File: config.mk
export PLATFORM = sky130hd
export DESIGN_NAME = queued_sender_bit_receiver
export DESIGN_NICKNAME = d
export VERILOG_FILES = /design/src/hw/rtl/qsbr_pkg.sv /design/src/hw/rtl/qsbr_front.sv /design/src/hw/rtl/qsbr_back.sv /design/src/hw/rtl/queued_sender_bit_receiver.sv
export SDC_FILE = /design/constraint.sdc
export NUM_CORES = 1
export LEC_CHECK = 0
export ABC_AREA = 1
export ABC_CLOCK_PERIOD_IN_PS = 8700
export BUFFER_PORTS_ARGS = -buffer_cell sky130_fd_sc_hd__buf_2
export CAP_MARGIN = 20
export CORE_MARGIN = 5
export CORE_UTILIZATION = 53
export CTS_CLUSTER_SIZE = 30
export DETAILED_ROUTE_END_ITERATION = 6
export GPL_TIMING_DRIVEN = 0
export PLACE_DENSITY = 0.69
export SYNTH_ARGS = -nofsm -noshare
export SYNTH_HDL_FRONTEND = slang
export SYNTH_SLANG_ARGS = --single-unit
File: constraint.sdc
create_clock -name clk -period 8.7 [get_ports clk]
set_input_delay 1.305 -clock clk [delete_from_list [all_inputs] [get_ports clk]]
set_output_delay 1.305 -clock clk [all_outputs]
set_load 0.03 [all_outputs]
File: src/hw/rtl/qsbr_pkg.sv
// qsbr_pkg: shared types and result kind codes for the queued sender bit receiver
// no dependencies; imported by the front, back, top level and checker
`default_nettype none

package qsbr_pkg;

  typedef logic [1:0] kind_t;

  localparam kind_t KIND_WELCOME = 2'd0;
  localparam kind_t KIND_BYTE    = 2'd1;
  localparam kind_t KIND_ACK     = 2'd2;
  localparam kind_t KIND_REFUSED = 2'd3;

  // control part of one queued command, the sender id travels beside it
  typedef struct packed {
    logic tick;
    logic bit_value;
  } cmd_ctl_t;

endpackage

`default_nettype wire

File: src/hw/rtl/qsbr_front.sv
// qsbr_front: accepts input transfers, classifies them and holds them in a
// two-entry command queue for the back end; depends on qsbr_pkg
`default_nettype none

module qsbr_front import qsbr_pkg::*; #(
  parameter int ID_WIDTH = 22
) (
  input  wire logic                clk,
  input  wire logic                rst_n,
  input  wire logic                in_valid,
  output      logic                in_ready,
  input  wire logic                in_tick,
  input  wire logic                in_bit,
  input  wire logic [ID_WIDTH-1:0] in_id,
  output      logic                cmd_valid,
  input  wire logic                cmd_pop,
  output      cmd_ctl_t            cmd_ctl,
  output      logic [ID_WIDTH-1:0] cmd_id
);

  cmd_ctl_t            ctl_q [2];
  logic [ID_WIDTH-1:0] id_q  [2];
  logic                wr_ptr_r, wr_ptr_nxt;
  logic                rd_ptr_r, rd_ptr_nxt;
  logic [1:0]          cnt_r, cnt_nxt;
  logic                push;
  logic                pop;
  cmd_ctl_t            ctl_in;

  assign in_ready  = (cnt_r != 2'd2);
  assign cmd_valid = (cnt_r != 2'd0);
  assign push      = in_valid && in_ready;
  assign pop       = cmd_pop && cmd_valid;
  assign cmd_ctl   = ctl_q[rd_ptr_r];
  assign cmd_id    = id_q[rd_ptr_r];

  // a tick carries no bit
  always_comb begin
    ctl_in.tick      = in_tick;
    ctl_in.bit_value = in_bit && !in_tick;
  end

  always_comb begin
    wr_ptr_nxt = push ? ~wr_ptr_r : wr_ptr_r;
    rd_ptr_nxt = pop ? ~rd_ptr_r : rd_ptr_r;
    cnt_nxt    = cnt_r + {1'b0, push} - {1'b0, pop};
  end

  always_ff @(posedge clk) begin
    if (push) begin
      ctl_q[wr_ptr_r] <= ctl_in;
      id_q[wr_ptr_r]  <= in_id;
    end
  end

  always_ff @(posedge clk) begin
    if (!rst_n) begin
      wr_ptr_r <= 1'b0;
      rd_ptr_r <= 1'b0;
      cnt_r    <= 2'd0;
    end else begin
      wr_ptr_r <= wr_ptr_nxt;
      rd_ptr_r <= rd_ptr_nxt;
      cnt_r    <= cnt_nxt;
    end
  end

endmodule

`default_nettype wire

File: src/hw/rtl/qsbr_back.sv
// qsbr_back: executes queued commands against the sender queue memory,
// assembles bytes and drives the result register; depends on qsbr_pkg
`default_nettype none

module qsbr_back import qsbr_pkg::*; #(
  parameter int QUEUE_DEPTH = 16,
  parameter int ID_WIDTH    = 22
) (
  input  wire logic                clk,
  input  wire logic                rst_n,
  input  wire logic                cmd_valid,
  output      logic                cmd_pop,
  input  wire cmd_ctl_t            cmd_ctl,
  input  wire logic [ID_WIDTH-1:0] cmd_id,
  output      logic                res_valid,
  input  wire logic                res_ready,
  output      kind_t               res_kind,
  output      logic [ID_WIDTH-1:0] res_target,
  output      logic [7:0]          res_byte,
  output      logic                res_last
);

  localparam int IDX_W = (QUEUE_DEPTH > 1) ? $clog2(QUEUE_DEPTH) : 1;
  localparam int CNT_W = $clog2(QUEUE_DEPTH + 1);
  localparam logic [CNT_W:0]   DEPTH_S  = (CNT_W+1)'(QUEUE_DEPTH);
  localparam logic [CNT_W-1:0] FULL_C   = CNT_W'(QUEUE_DEPTH);
  localparam logic [IDX_W-1:0] LAST_IDX = IDX_W'(QUEUE_DEPTH - 1);

  localparam logic [2:0] S_IDLE = 3'd0;
  localparam logic [2:0] S_EXEC = 3'd1;
  localparam logic [2:0] S_SRD  = 3'd2;
  localparam logic [2:0] S_SCMP = 3'd3;
  localparam logic [2:0] S_NEW  = 3'd4;
  localparam logic [2:0] S_FRD  = 3'd5;
  localparam logic [2:0] S_FDAT = 3'd6;
  localparam logic [2:0] S_EMIT = 3'd7;

  function automatic logic [IDX_W-1:0] wrap_idx(input logic [CNT_W:0] s);
    logic [CNT_W:0] t;
    t = (s >= DEPTH_S) ? (s - DEPTH_S) : s;
    return t[IDX_W-1:0];
  endfunction

  logic [ID_WIDTH-1:0] mem [QUEUE_DEPTH];
  logic [ID_WIDTH-1:0] rdata_r;
  logic [IDX_W-1:0]    rd_addr;
  logic [IDX_W-1:0]    wr_addr;
  logic                mem_we;

  logic [2:0]          state_r, state_nxt;
  logic [IDX_W-1:0]    head_r, head_nxt;
  logic [CNT_W-1:0]    count_r, count_nxt;
  logic [7:0]          shift_r, shift_nxt;
  logic [2:0]          bitc_r, bitc_nxt;
  logic [ID_WIDTH-1:0] head_id_r, head_id_nxt;
  logic [CNT_W-1:0]    scan_k_r, scan_k_nxt;

  logic                tick_r, tick_nxt;
  logic                bit_r, bit_nxt;
  logic [ID_WIDTH-1:0] id_r, id_nxt;

  kind_t               k0_r, k0_nxt;
  kind_t               k1_r, k1_nxt;
  logic [ID_WIDTH-1:0] t0_r, t0_nxt;
  logic [ID_WIDTH-1:0] t1_r, t1_nxt;
  logic [7:0]          b0_r, b0_nxt;
  logic                two_r, two_nxt;
  logic                eidx_r, eidx_nxt;

  logic                ov_r, ov_nxt;
  kind_t               ok_r, ok_nxt;
  logic [ID_WIDTH-1:0] ot_r, ot_nxt;
  logic [7:0]          ob_r, ob_nxt;
  logic                ol_r, ol_nxt;

  logic [IDX_W-1:0]    head_inc;
  logic [7:0]          byte_new;
  logic                head_hit;
  logic                load_ok;
  logic                emit_last;

  assign head_inc = (head_r == LAST_IDX) ? '0 : head_r + 1'b1;
  assign byte_new = shift_r | (8'(bit_r) << bitc_r);
  assign head_hit = (count_r != '0) && (head_id_r == id_r);
  assign load_ok  = !ov_r || res_ready;
  assign emit_last = eidx_r || !two_r;
  assign wr_addr  = wrap_idx((CNT_W+1)'(head_r) + (CNT_W+1)'(count_r));

  always_comb begin
    if (state_r == S_SRD) begin
      rd_addr = wrap_idx((CNT_W+1)'(head_r) + (CNT_W+1)'(scan_k_r));
    end else begin
      rd_addr = head_r;
    end
  end

  always_ff @(posedge clk) begin
    if (mem_we) begin
      mem[wr_addr] <= id_r;
    end
    rdata_r <= mem[rd_addr];
  end

  always_comb begin
    state_nxt   = state_r;
    head_nxt    = head_r;
    count_nxt   = count_r;
    shift_nxt   = shift_r;
    bitc_nxt    = bitc_r;
    head_id_nxt = head_id_r;
    scan_k_nxt  = scan_k_r;
    tick_nxt    = tick_r;
    bit_nxt     = bit_r;
    id_nxt      = id_r;
    k0_nxt      = k0_r;
    k1_nxt      = k1_r;
    t0_nxt      = t0_r;
    t1_nxt      = t1_r;
    b0_nxt      = b0_r;
    two_nxt     = two_r;
    eidx_nxt    = eidx_r;
    ov_nxt      = ov_r && !res_ready;
    ok_nxt      = ok_r;
    ot_nxt      = ot_r;
    ob_nxt      = ob_r;
    ol_nxt      = ol_r;
    mem_we      = 1'b0;
    cmd_pop     = 1'b0;

    unique case (state_r)
      S_IDLE: begin
        if (cmd_valid) begin
          cmd_pop   = 1'b1;
          state_nxt = S_EXEC;
        end
      end
      S_EXEC: begin
        b0_nxt   = '0;
        eidx_nxt = 1'b0;
        if (tick_r) begin
          shift_nxt = '0;
          bitc_nxt  = '0;
          state_nxt = S_IDLE;
          if (count_r != '0) begin
            head_nxt  = head_inc;
            count_nxt = count_r - 1'b1;
            if (count_r > CNT_W'(1)) begin
              // new head must be read before it can be acked
              k0_nxt    = KIND_ACK;
              two_nxt   = 1'b0;
              state_nxt = S_FRD;
            end
          end
        end else if (head_hit) begin
          if (bitc_r == 3'd7) begin
            k0_nxt    = KIND_BYTE;
            t0_nxt    = id_r;
            b0_nxt    = byte_new;
            shift_nxt = '0;
            bitc_nxt  = '0;
            k1_nxt    = KIND_ACK;
            if (byte_new == 8'd0) begin
              head_nxt  = head_inc;
              count_nxt = count_r - 1'b1;
              two_nxt   = (count_r > CNT_W'(1));
              state_nxt = (count_r > CNT_W'(1)) ? S_FRD : S_EMIT;
            end else begin
              t1_nxt    = head_id_r;
              two_nxt   = 1'b1;
              state_nxt = S_EMIT;
            end
          end else begin
            shift_nxt = byte_new;
            bitc_nxt  = bitc_r + 1'b1;
            k0_nxt    = KIND_ACK;
            t0_nxt    = head_id_r;
            two_nxt   = 1'b0;
            state_nxt = S_EMIT;
          end
        end else if (count_r > CNT_W'(1)) begin
          // head already compared, search the rest
          scan_k_nxt = CNT_W'(1);
          state_nxt  = S_SRD;
        end else begin
          state_nxt = S_NEW;
        end
      end
      S_SRD: begin
        state_nxt = S_SCMP;
      end
      S_SCMP: begin
        if (rdata_r == id_r) begin
          k0_nxt    = KIND_ACK;
          t0_nxt    = head_id_r;
          two_nxt   = 1'b0;
          state_nxt = S_EMIT;
        end else if (scan_k_r + 1'b1 == count_r) begin
          state_nxt = S_NEW;
        end else begin
          scan_k_nxt = scan_k_r + 1'b1;
          state_nxt  = S_SRD;
        end
      end
      S_NEW: begin
        state_nxt = S_EMIT;
        if (count_r == FULL_C) begin
          k0_nxt  = KIND_REFUSED;
          t0_nxt  = id_r;
          k1_nxt  = KIND_ACK;
          t1_nxt  = head_id_r;
          two_nxt = 1'b1;
        end else begin
          mem_we    = 1'b1;
          count_nxt = count_r + 1'b1;
          k0_nxt    = KIND_WELCOME;
          t0_nxt    = id_r;
          if (count_r == '0) begin
            head_id_nxt = id_r;
            k1_nxt      = KIND_ACK;
            t1_nxt      = id_r;
            two_nxt     = 1'b1;
          end else begin
            two_nxt = 1'b0;
          end
        end
      end
      S_FRD: begin
        state_nxt = S_FDAT;
      end
      S_FDAT: begin
        head_id_nxt = rdata_r;
        // the ack to the new head is always the final result
        if (two_r) begin
          t1_nxt = rdata_r;
        end else begin
          t0_nxt = rdata_r;
        end
        state_nxt = S_EMIT;
      end
      S_EMIT: begin
        if (load_ok) begin
          ov_nxt = 1'b1;
          ok_nxt = eidx_r ? k1_r : k0_r;
          ot_nxt = eidx_r ? t1_r : t0_r;
          ob_nxt = eidx_r ? 8'd0 : b0_r;
          ol_nxt = emit_last;
          if (emit_last) begin
            eidx_nxt = 1'b0;
            if (cmd_valid) begin
              cmd_pop   = 1'b1;
              state_nxt = S_EXEC;
            end else begin
              state_nxt = S_IDLE;
            end
          end else begin
            eidx_nxt = 1'b1;
          end
        end
      end
      default: begin
        state_nxt = S_IDLE;
      end
    endcase

    if (cmd_pop) begin
      tick_nxt = cmd_ctl.tick;
      bit_nxt  = cmd_ctl.bit_value;
      id_nxt   = cmd_id;
    end
  end

  always_ff @(posedge clk) begin
    tick_r    <= tick_nxt;
    bit_r     <= bit_nxt;
    id_r      <= id_nxt;
    head_id_r <= head_id_nxt;
    scan_k_r  <= scan_k_nxt;
    k0_r      <= k0_nxt;
    k1_r      <= k1_nxt;
    t0_r      <= t0_nxt;
    t1_r      <= t1_nxt;
    b0_r      <= b0_nxt;
    two_r     <= two_nxt;
    ok_r      <= ok_nxt;
    ot_r      <= ot_nxt;
    ob_r      <= ob_nxt;
    ol_r      <= ol_nxt;
  end

  always_ff @(posedge clk) begin
    if (!rst_n) begin
      state_r <= S_IDLE;
      head_r  <= '0;
      count_r <= '0;
      shift_r <= '0;
      bitc_r  <= '0;
      eidx_r  <= 1'b0;
      ov_r    <= 1'b0;
    end else begin
      state_r <= state_nxt;
      head_r  <= head_nxt;
      count_r <= count_nxt;
      shift_r <= shift_nxt;
      bitc_r  <= bitc_nxt;
      eidx_r  <= eidx_nxt;
      ov_r    <= ov_nxt;
    end
  end

  assign res_valid  = ov_r;
  assign res_kind   = ok_r;
  assign res_target = ot_r;
  assign res_byte   = ob_r;
  assign res_last   = ol_r;

endmodule

`default_nettype wire

File: src/hw/rtl/queued_sender_bit_receiver.sv
// a transfer is queued in the front, popped into the back's command registers, executed and
// loaded into the result register; a search adds a memory read per queued entry, removing a
// head adds a read of the new head; the back takes its next command once its last result is
// loaded while the front queues two more; an item's results leave one per cycle unless stalled
// reset: synchronous active-low rst_n empties the sender queue and clears the partial byte;
// queue memory contents are not cleared
`default_nettype none

module queued_sender_bit_receiver import qsbr_pkg::*; #(
  parameter int QUEUE_DEPTH = 16,
  parameter int ID_WIDTH    = 22
) (
  input  wire logic                                clk,
  input  wire logic                                rst_n,
  input  wire logic                                in_tvalid,
  output      logic                                in_tready,
  // [ID_WIDTH-1:0] sender_id, [ID_WIDTH] bit_value, rest zero
  input  wire logic [((ID_WIDTH+1+7)/8)*8-1:0]     in_tdata,
  // [0] operation
  input  wire logic                                in_tuser,
  output      logic                                out_tvalid,
  input  wire logic                                out_tready,
  // [ID_WIDTH-1:0] target_id, [ID_WIDTH+7:ID_WIDTH] data_byte, rest zero
  output      logic [((ID_WIDTH+8+7)/8)*8-1:0]     out_tdata,
  // [1:0] kind
  output      logic [1:0]                          out_tuser,
  output      logic                                out_tlast
);

  localparam int OUT_DW = ((ID_WIDTH + 8 + 7) / 8) * 8;

  logic                cmd_valid;
  logic                cmd_pop;
  cmd_ctl_t            cmd_ctl;
  logic [ID_WIDTH-1:0] cmd_id;
  kind_t               res_kind;
  logic [ID_WIDTH-1:0] res_target;
  logic [7:0]          res_byte;

  qsbr_front #(
    .ID_WIDTH (ID_WIDTH)
  ) u_front (
    .clk       (clk),
    .rst_n     (rst_n),
    .in_valid  (in_tvalid),
    .in_ready  (in_tready),
    .in_tick   (in_tuser),
    .in_bit    (in_tdata[ID_WIDTH]),
    .in_id     (in_tdata[ID_WIDTH-1:0]),
    .cmd_valid (cmd_valid),
    .cmd_pop   (cmd_pop),
    .cmd_ctl   (cmd_ctl),
    .cmd_id    (cmd_id)
  );

  qsbr_back #(
    .QUEUE_DEPTH (QUEUE_DEPTH),
    .ID_WIDTH    (ID_WIDTH)
  ) u_back (
    .clk        (clk),
    .rst_n      (rst_n),
    .cmd_valid  (cmd_valid),
    .cmd_pop    (cmd_pop),
    .cmd_ctl    (cmd_ctl),
    .cmd_id     (cmd_id),
    .res_valid  (out_tvalid),
    .res_ready  (out_tready),
    .res_kind   (res_kind),
    .res_target (res_target),
    .res_byte   (res_byte),
    .res_last   (out_tlast)
  );

  assign out_tuser = res_kind;
  assign out_tdata = OUT_DW'({res_byte, res_target});

endmodule

`default_nettype wire

==> metrics.md, run 1 <==
| Metric | Value |
|---|---|
| Outcome | completed |
| Worst path arrival time | 4.01 ns |
| Final Setup Violations | 0 |
| Vias in the first global route | 16940 |
| Via count | 17680 |
| Clk_lat worst skew | 0.63 ns |
| Worst reg-to-reg setup slack | 4.93 ns |
| Sequential standard cell area | 17210 um2 |
| Number of flops mapped to enable cells by yosys | 539 |
| DRC | 0 |
| Avg Inst Size Synth | 11.45 um2 |
| Placed Cells incl. Taps | 2856 |
| Cts hold-fix bufs | 0 |
| Clock buffer depth | 3 |
| Met2 usage in global routing | 42.19% |
| Combinational group share of total power | 25.2% |
| Clock tree from TritonCTS | done |
| Setup Fix Bufs, Post-CTS | 0 |
| Setup TNS | 0 ns |
| Core ar. | 46560 um2 |
| Die W | 226.9 um |
| Vias per cell | 5.958 |
| Total track usage | 26.57% |
| Area contributors post-synth | edfxtp_1 65%, nand2_1 6.6%, o21ai_0 4.8% |
| Synth-to-layout area growth | 13.63% |
| GRT met1 Usage | 37.20% |
| Post-synthesis instance area | 24940 um2 |
| Min-Delay Path Class | reg -> reg |
| Filler cells | 3553 |
| Maxcap violations | 0 |
| Max IR drop VDD | 0.2520 mV |
| GP Congestion | 0.9404 |
| Clk sink count | 590 |
| Net Sw Power | 0.003298 W |
| GRT Max-Usage Layer | met2 |
| Power consumption | 0.009308 W |
| HPWL Detailed | 45.62 mm |
| GRT met3 Usage | 5.878% |
| Worst Setup End Kind | flop |
| Final Net Count | 2360 |
| Drt total wl | 68.63 mm |
| Most frequent cell after synthesis | edfxtp_1 |
| Max Slew Vio Count | 0 |
| Buf+Inv Stages, Crit Path | 3 |
| CP Cell Sequence | inv_1, ha_1, nand2_1, inv_1, nand2_1, nand2_1, inv_1, nand3_1, nor2_4 |
| Critical path's slowest cell | nor2_4 |
| I/O pin count | 66 |
| Switching share of power | 35.43% |
| Crit-path max FO | 22 |
| Cell Int Power | 0.006009 W |
| Root Driver | clkbuf_16 |
| Yosys top cell by area | edfxtp_1 |
| CP Class | reg -> reg |
| Post-DR wirelength/cell | 23.13 um |
| Yosys top cell area share | 64.91% |
| Synthesized flop and latch total | 590 |
| First-pass GRT wire length | 102.3 mm |
| Fraction of registers with async set/reset | 0% |
| Syn. warnings | 0 |
| Post-route ant nets | 0 |
| Die area | 51490 um2 |
| DR pass1 iterations | 6 |
| FP Rows | 79 |
| Die H | 226.9 um |
| Diodes inserted | 0 |
| H-tree lvl count | 2 |
| Grt total ovfl | 0 |
| Finished Layout Cells | 2967 |
| RSZ-0062 raised after global routing | no |
| Multi-input logic area | 6855 um2 |
| Top delay family on crit path | simple AND/OR/NAND/NOR gates |
| Pin count of the biggest net entering global routing | 34 |
| PwrDens | 328.5 nW/um2 |
| Worst endpoint required time | 8.94 ns |
| Initial antenna violation count | 0 |
| Slew HR | 19.36% |
| LEAKAGE | 10.23 nW |
| Share of cells above drive strength 1 | 10.34% |
| Netlist cell types | 47 |
| Seq/Total Area, Yosys | 69.00% |
| Hold Vio Cnt, Final | 0 |
| Clock skew | 0.01593 ns |
| Number of port buffers | 62 |
| Post-synth top flop | edfxtp_1 |
| Clock transition at path regs | 0.06 ns |
| Share of power burned in the clock network | 27.4% |
| CP peak stage delay | 0.89 ns |
| Measured slew at the worst slew-check pin | 1.210 ns |
| Final Critical Period | 3.765 ns |
| Syn Inst Count | 2177 |
| Initial Utilization | 53.56% |
| Seq pwr share | 47.4% |
| Cts repair resizes | 0 |
| CP startpoint kind | flop |
| Period utilization | 43.28% |
| Fmax | 0.2656 GHz |
| List of most frequent post-synthesis cells | 539 x edfxtp_1, 441 x nand2_1, 254 x nor2_1 |
| Cts bufs inserted | 58 |
| 1st-iter DRT viols | 2097 |
==> state kept, by name (all words and copies together), names as in the netlist, 2 cells and up <==
name	count
u_back.id_r	22
u_back.count_r	5
u_front.cnt_r	2
u_back.t0_r	22
u_back.scan_k_r	5
u_back.mem	352
u_back.rdata_r	22
u_back.shift_r	8
u_back.head_id_r	22
u_front.id_q	44
u_back.b0_r	8
u_back.res_target	22
u_back.bitc_r	3
u_back.head_r	4
u_back.k0_r	2
u_front.ctl_q	4
u_back.state_r	3
u_back.t1_r	22
u_back.res_byte	8
u_back.res_kind	2
==> metal layers <==
layer  wire (um)  share of wire [%]
met5           0                  0
met4        2016                2.9
met3        7599                 11
met2       32080                 47
met1       26940                 39
==> through the flow <==
step	util [%]	worst slack [ns]	area [um2]	hold WS, ns
2_1_floorplan	-	5.130	24940	0.4407
3_3_place_gp	55.87	3.350	26010	0.4597
3_5_place_dp	56.61	5.010	26360	0.4612
4_1_cts	60.76	4.986	28290	0.4735
5_1_grt	60.86	4.737	28340	0.4899
6_report	60.86	4.935	28340	0.4823
==> logic make-up after synthesis <==
group | Yosys count | synth area share, %
xor gates and xnor gates | 25 | 0.8781
buffers and inverters | 246 | 4.064
AOI/OAI and AO/OA | 498 | 12.26
other | 1 | 0.01504
adders and majority gates | 20 | 1.064
and+or+nand+nor | 797 | 12.72
DFF | 590 | 69.00
==> worst paths after layout <==
path	startpoint	end	cells after the start
worst max-delay path	u_back.count_r[1]	u_back.mem[14][18]	9
worst min register to register	u_back.shift_r[6]	u_back.shift_r[6]	2
worst max register to register	u_back.count_r[1]	u_back.mem[14][18]	9
worst min-delay path	u_back.shift_r[6]	u_back.shift_r[6]	2
==> area by class of cell <==
cell class	instances	share of cell area (%)
sequential	590	60.72
multi-input combinational	1342	24.19
clock buffer	81	5.798
tap	607	2.680
timing repair buffer	73	2.005
buffer	114	1.828
inverter	132	1.749
clock inverter	28	1.024
==> power groups by stage <==
stage          Clock, W  Sequential, W  Combinational, W
5_1_grt         0.00269        0.00444           0.00259
4_1_cts         0.00257        0.00441           0.00226
3_5_place_dp          0        0.00447           0.00225
3_3_place_gp          0        0.00446           0.00211
2_1_floorplan         0        0.00416           0.00148
6_report        0.00255        0.00441           0.00234
==> placed cells by master (no fill, tap or decap), types with 51 or more instances in the layout <==
cell type | netlist | final
dfxtp_1 | 51 | 51
inv_1 | 117 | 117
clkbuf_16 | 0 | 62
edfxtp_1 | 539 | 539
clkbuf_1 | 73 | 90
nand2_1 | 441 | 441
nand3_1 | 74 | 74
buf_2 | 25 | 87
nor2_1 | 254 | 235
o21ai_0 | 238 | 238
==> worst reg2reg max path, cell delays in order, from the launching register on <==
cell and delay (ns):
dfxtp_1 0.51, inv_1 0.19, ha_1 0.25, nand2_1 0.22, inv_1 0.09, nand2_1 0.24
nand2_1 0.38, inv_1 0.28, nand3_1 0.34, nor2_4 0.90
Note: power is estimated with default switching activity, not from simulation.
==> run 2, diff against run 1 <==
--- a/config.mk
+++ b/config.mk
@@ -6,7 +6,7 @@
 export NUM_CORES = 1
 export LEC_CHECK = 0
 export ABC_AREA = 1
-export ABC_CLOCK_PERIOD_IN_PS = 8700
+export ABC_CLOCK_PERIOD_IN_PS = 3300
 export BUFFER_PORTS_ARGS = -buffer_cell sky130_fd_sc_hd__buf_2
 export CAP_MARGIN = 20
 export CORE_MARGIN = 5
@@ -14,7 +14,7 @@
 export CTS_CLUSTER_SIZE = 30
 export DETAILED_ROUTE_END_ITERATION = 6
 export GPL_TIMING_DRIVEN = 0
-export PLACE_DENSITY = 0.69
+export PLACE_DENSITY = 0.72
 export SYNTH_ARGS = -nofsm -noshare
 export SYNTH_HDL_FRONTEND = slang
 export SYNTH_SLANG_ARGS = --single-unit
==> constraint.sdc (replaced) <==
create_clock -name clk -period 3.3 [get_ports clk]
set_input_delay 0.495 -clock clk [delete_from_list [all_inputs] [get_ports clk]]
set_output_delay 0.495 -clock clk [all_outputs]
set_load 0.03 [all_outputs]
==> run 2 against run 1 <==
Net effect:
- the flow now finishes with violations (DRC)
- global-route usage grew 1.6 points
- fmax grew 15%
- sequential share of layout area shrank 1.8 points
- worst setup slack lost 4.9 ns
- utilization grew 1.9 points
==> metrics.md, run 2 (synthesis results as in run 1) <==
| Metric | Value |
|---|---|
| Root Driver | clkbuf_16 |
| Initial antenna violation count | 0 |
| Die area | 51490 um2 |
| Cts hold-fix bufs | 0 |
| Die W | 226.9 um |
| Cts bufs inserted | 57 |
| Pin count of the biggest net entering global routing | 34 |
| Worst reg-to-reg setup slack | 0.02 ns |
| Maxcap violations | 0 |
| Final Setup Violations | 0 |
| Fmax | 0.3050 GHz |
| Synth-to-layout area growth | 17.13% |
| Final core area utilization | 62.74% |
| Worst endpoint required time | 3.83 ns |
| H-tree lvl count | 2 |
| Design area | 29210 um2 |
| Slew HR | 34.34% |
| Sequential standard cell area | 17210 um2 |
| Final Net Count | 2454 |
| Measured slew at the worst slew-check pin | 0.9848 ns |
| FP Rows | 79 |
| Hold Vio Cnt, Final | 0 |
| Worst path arrival time | 3.81 ns |
| Failing checks | DRC |
| Min-Delay Path Class | in -> reg |
| Vias per cell | 6.212 |
| Most common cell after layout, fill and taps aside | edfxtp_1 |
| Max Slew Vio Count | 0 |
| Worst setup path startpoint | u_back.scan_k_r[0] |
| Biggest register | u_back.mem |
| Clock transition at path regs | 0.06 ns |
| First-pass GRT wire length | 108.4 mm |
| DRC | 1 |
| Critical path's slowest cell | edfxtp_1 |
| Initial Utilization | 53.56% |
| Multi-input logic area | 7058 um2 |
| 1st-iter DRT viols | 2642 |
| CP Class | reg -> reg |
| Number of port buffers | 62 |
| Vias in the first global route | 18010 |
| CP peak stage delay | 0.51 ns |
| HPWL Detailed | 45.64 mm |
| Share of cells above drive strength 1 | 14.20% |
| GP Congestion | 0.9175 |
| Post-route ant nets | 0 |
| DR pass1 iterations | 7 |
| Hold Startpoint | in_tdata[11] |
| Period utilization | 99.37% |
| Most frequent cells in the layout | 539 x edfxtp_1, 440 x nand2_1, 238 x o21ai_0 |
| Die H | 226.9 um |
| CP startpoint kind | flop |
| CP Cell Sequence | ha_1, inv_1, fa_1, or2_1, o21ai_2, clkbuf_1, o21ai_0, o221ai_1, nand3_1, nand2_1 |
| Max IR drop VDD | 0.6272 mV |
| Via count | 18990 |
| Total track usage | 28.19% |
| Final Critical Period | 3.279 ns |
| Core ar. | 46560 um2 |
| Grt total ovfl | 0 |
| Diodes inserted | 0 |
| Drt total wl | 78.17 mm |
| Reg2Reg Launch Point | u_back.scan_k_r[0] |
| Crit-path max FO | 10 |
| LEAKAGE | 10.65 nW |
| Filler cells | 3473 |
| Clock skew | 0.01890 ns |
| I/O pin count | 66 |
| Area post-placement | 26310 um2 |
| Biggest regs | u_back.mem: 352 flops, u_front.id_q: 44 flops |
| Max reg flops | 352 |
| PwrDens | 858.4 nW/um2 |
| Clk_lat worst skew | 0.62 ns |
| Outcome | complete, but fails checks |
| Clk sink count | 590 |
| Post-DR wirelength/cell | 25.57 um |
| Worst Setup End Kind | flop |
| Clock buffer depth | 3 |
| Clock tree from TritonCTS | done |
[run 2: final timing paths]
| path | to | depth (start not counted) |
|---|---|---|
| hold / removal | u_front.id_q[1][11] | 1 |
| setup / recovery | u_back.rdata_r[3] | 10 |
| setup reg to reg | u_back.rdata_r[3] | 10 |
| hold reg to reg | u_back.id_r[17] | 2 |
[run 2: final cells by class]
type                    count  share of cell area (%)
well taps                 607                   2.600
clock inverters            35                  0.8396
flip-flops and latches    590                   58.91
inverters                 132                   1.709
plain buffers             114                   1.782
repair buffers            157                   4.781
multi-input cells        1353                   24.16
clock buffers              69                   5.213
[run 2: worst max-delay path, delay by kind of cell (launching register included)]
| kind | cells | cell delay, ns |
|---|---|---|
| AO/OA/AOI/OAI | 3 | 0.83 |
| buffers and inverters | 2 | 0.57 |
| adder cells (fa/ha/maj) | 2 | 0.68 |
| flip-flops | 1 | 0.51 |
| AND/OR/NAND/NOR | 3 | 0.60 |
[run 2: metal layers]
metal | share of wire, % | vias to the layer above | track usage (%) | wire length, um
met3 | 14 | 281 | 7.017 | 11020
li1 | - | 8230 | - | -
met1 | 35 | 9045 | 37.71 | 27510
met2 | 45 | 1429 | 44.04 | 34840
met5 | 0.35 | - | 0 | 270
met4 | 5.8 | 4 | 12.92 | 4534
[run 2: what timing repair did]
item,in CTS,in global routing
setup endpoints to repair,393,395
resized for setup,22,9
setup buffers,51,35
cloned,11,0
pin swaps,27,0
[run 2: metrics by stage]
stage	total power (W)	hold slack (ns)	setup WS (ns)	setup TNS (ns)	instances
2_1_floorplan	0.01487	0.4407	0.4492	0	2178
6_report	0.02507	0.06792	0.02089	0	3057
3_3_place_gp	0.01732	0.4580	-1.460	-494.03	2847
3_5_place_dp	0.01768	0.4691	-0.4715	-127.82	2856
5_1_grt	0.02596	0.05435	-0.03460	-0.5903	3057
4_1_cts	0.02401	0.03628	-0.001032	-0.004623	3022
[run 2: where the power goes]
part	internal, W	total [W]	switching (W)
Clock	0.00343	0.00625	0.00281
Combinational	0.00212	0.00755	0.00543
Sequential	0.0101	0.0113	0.00121
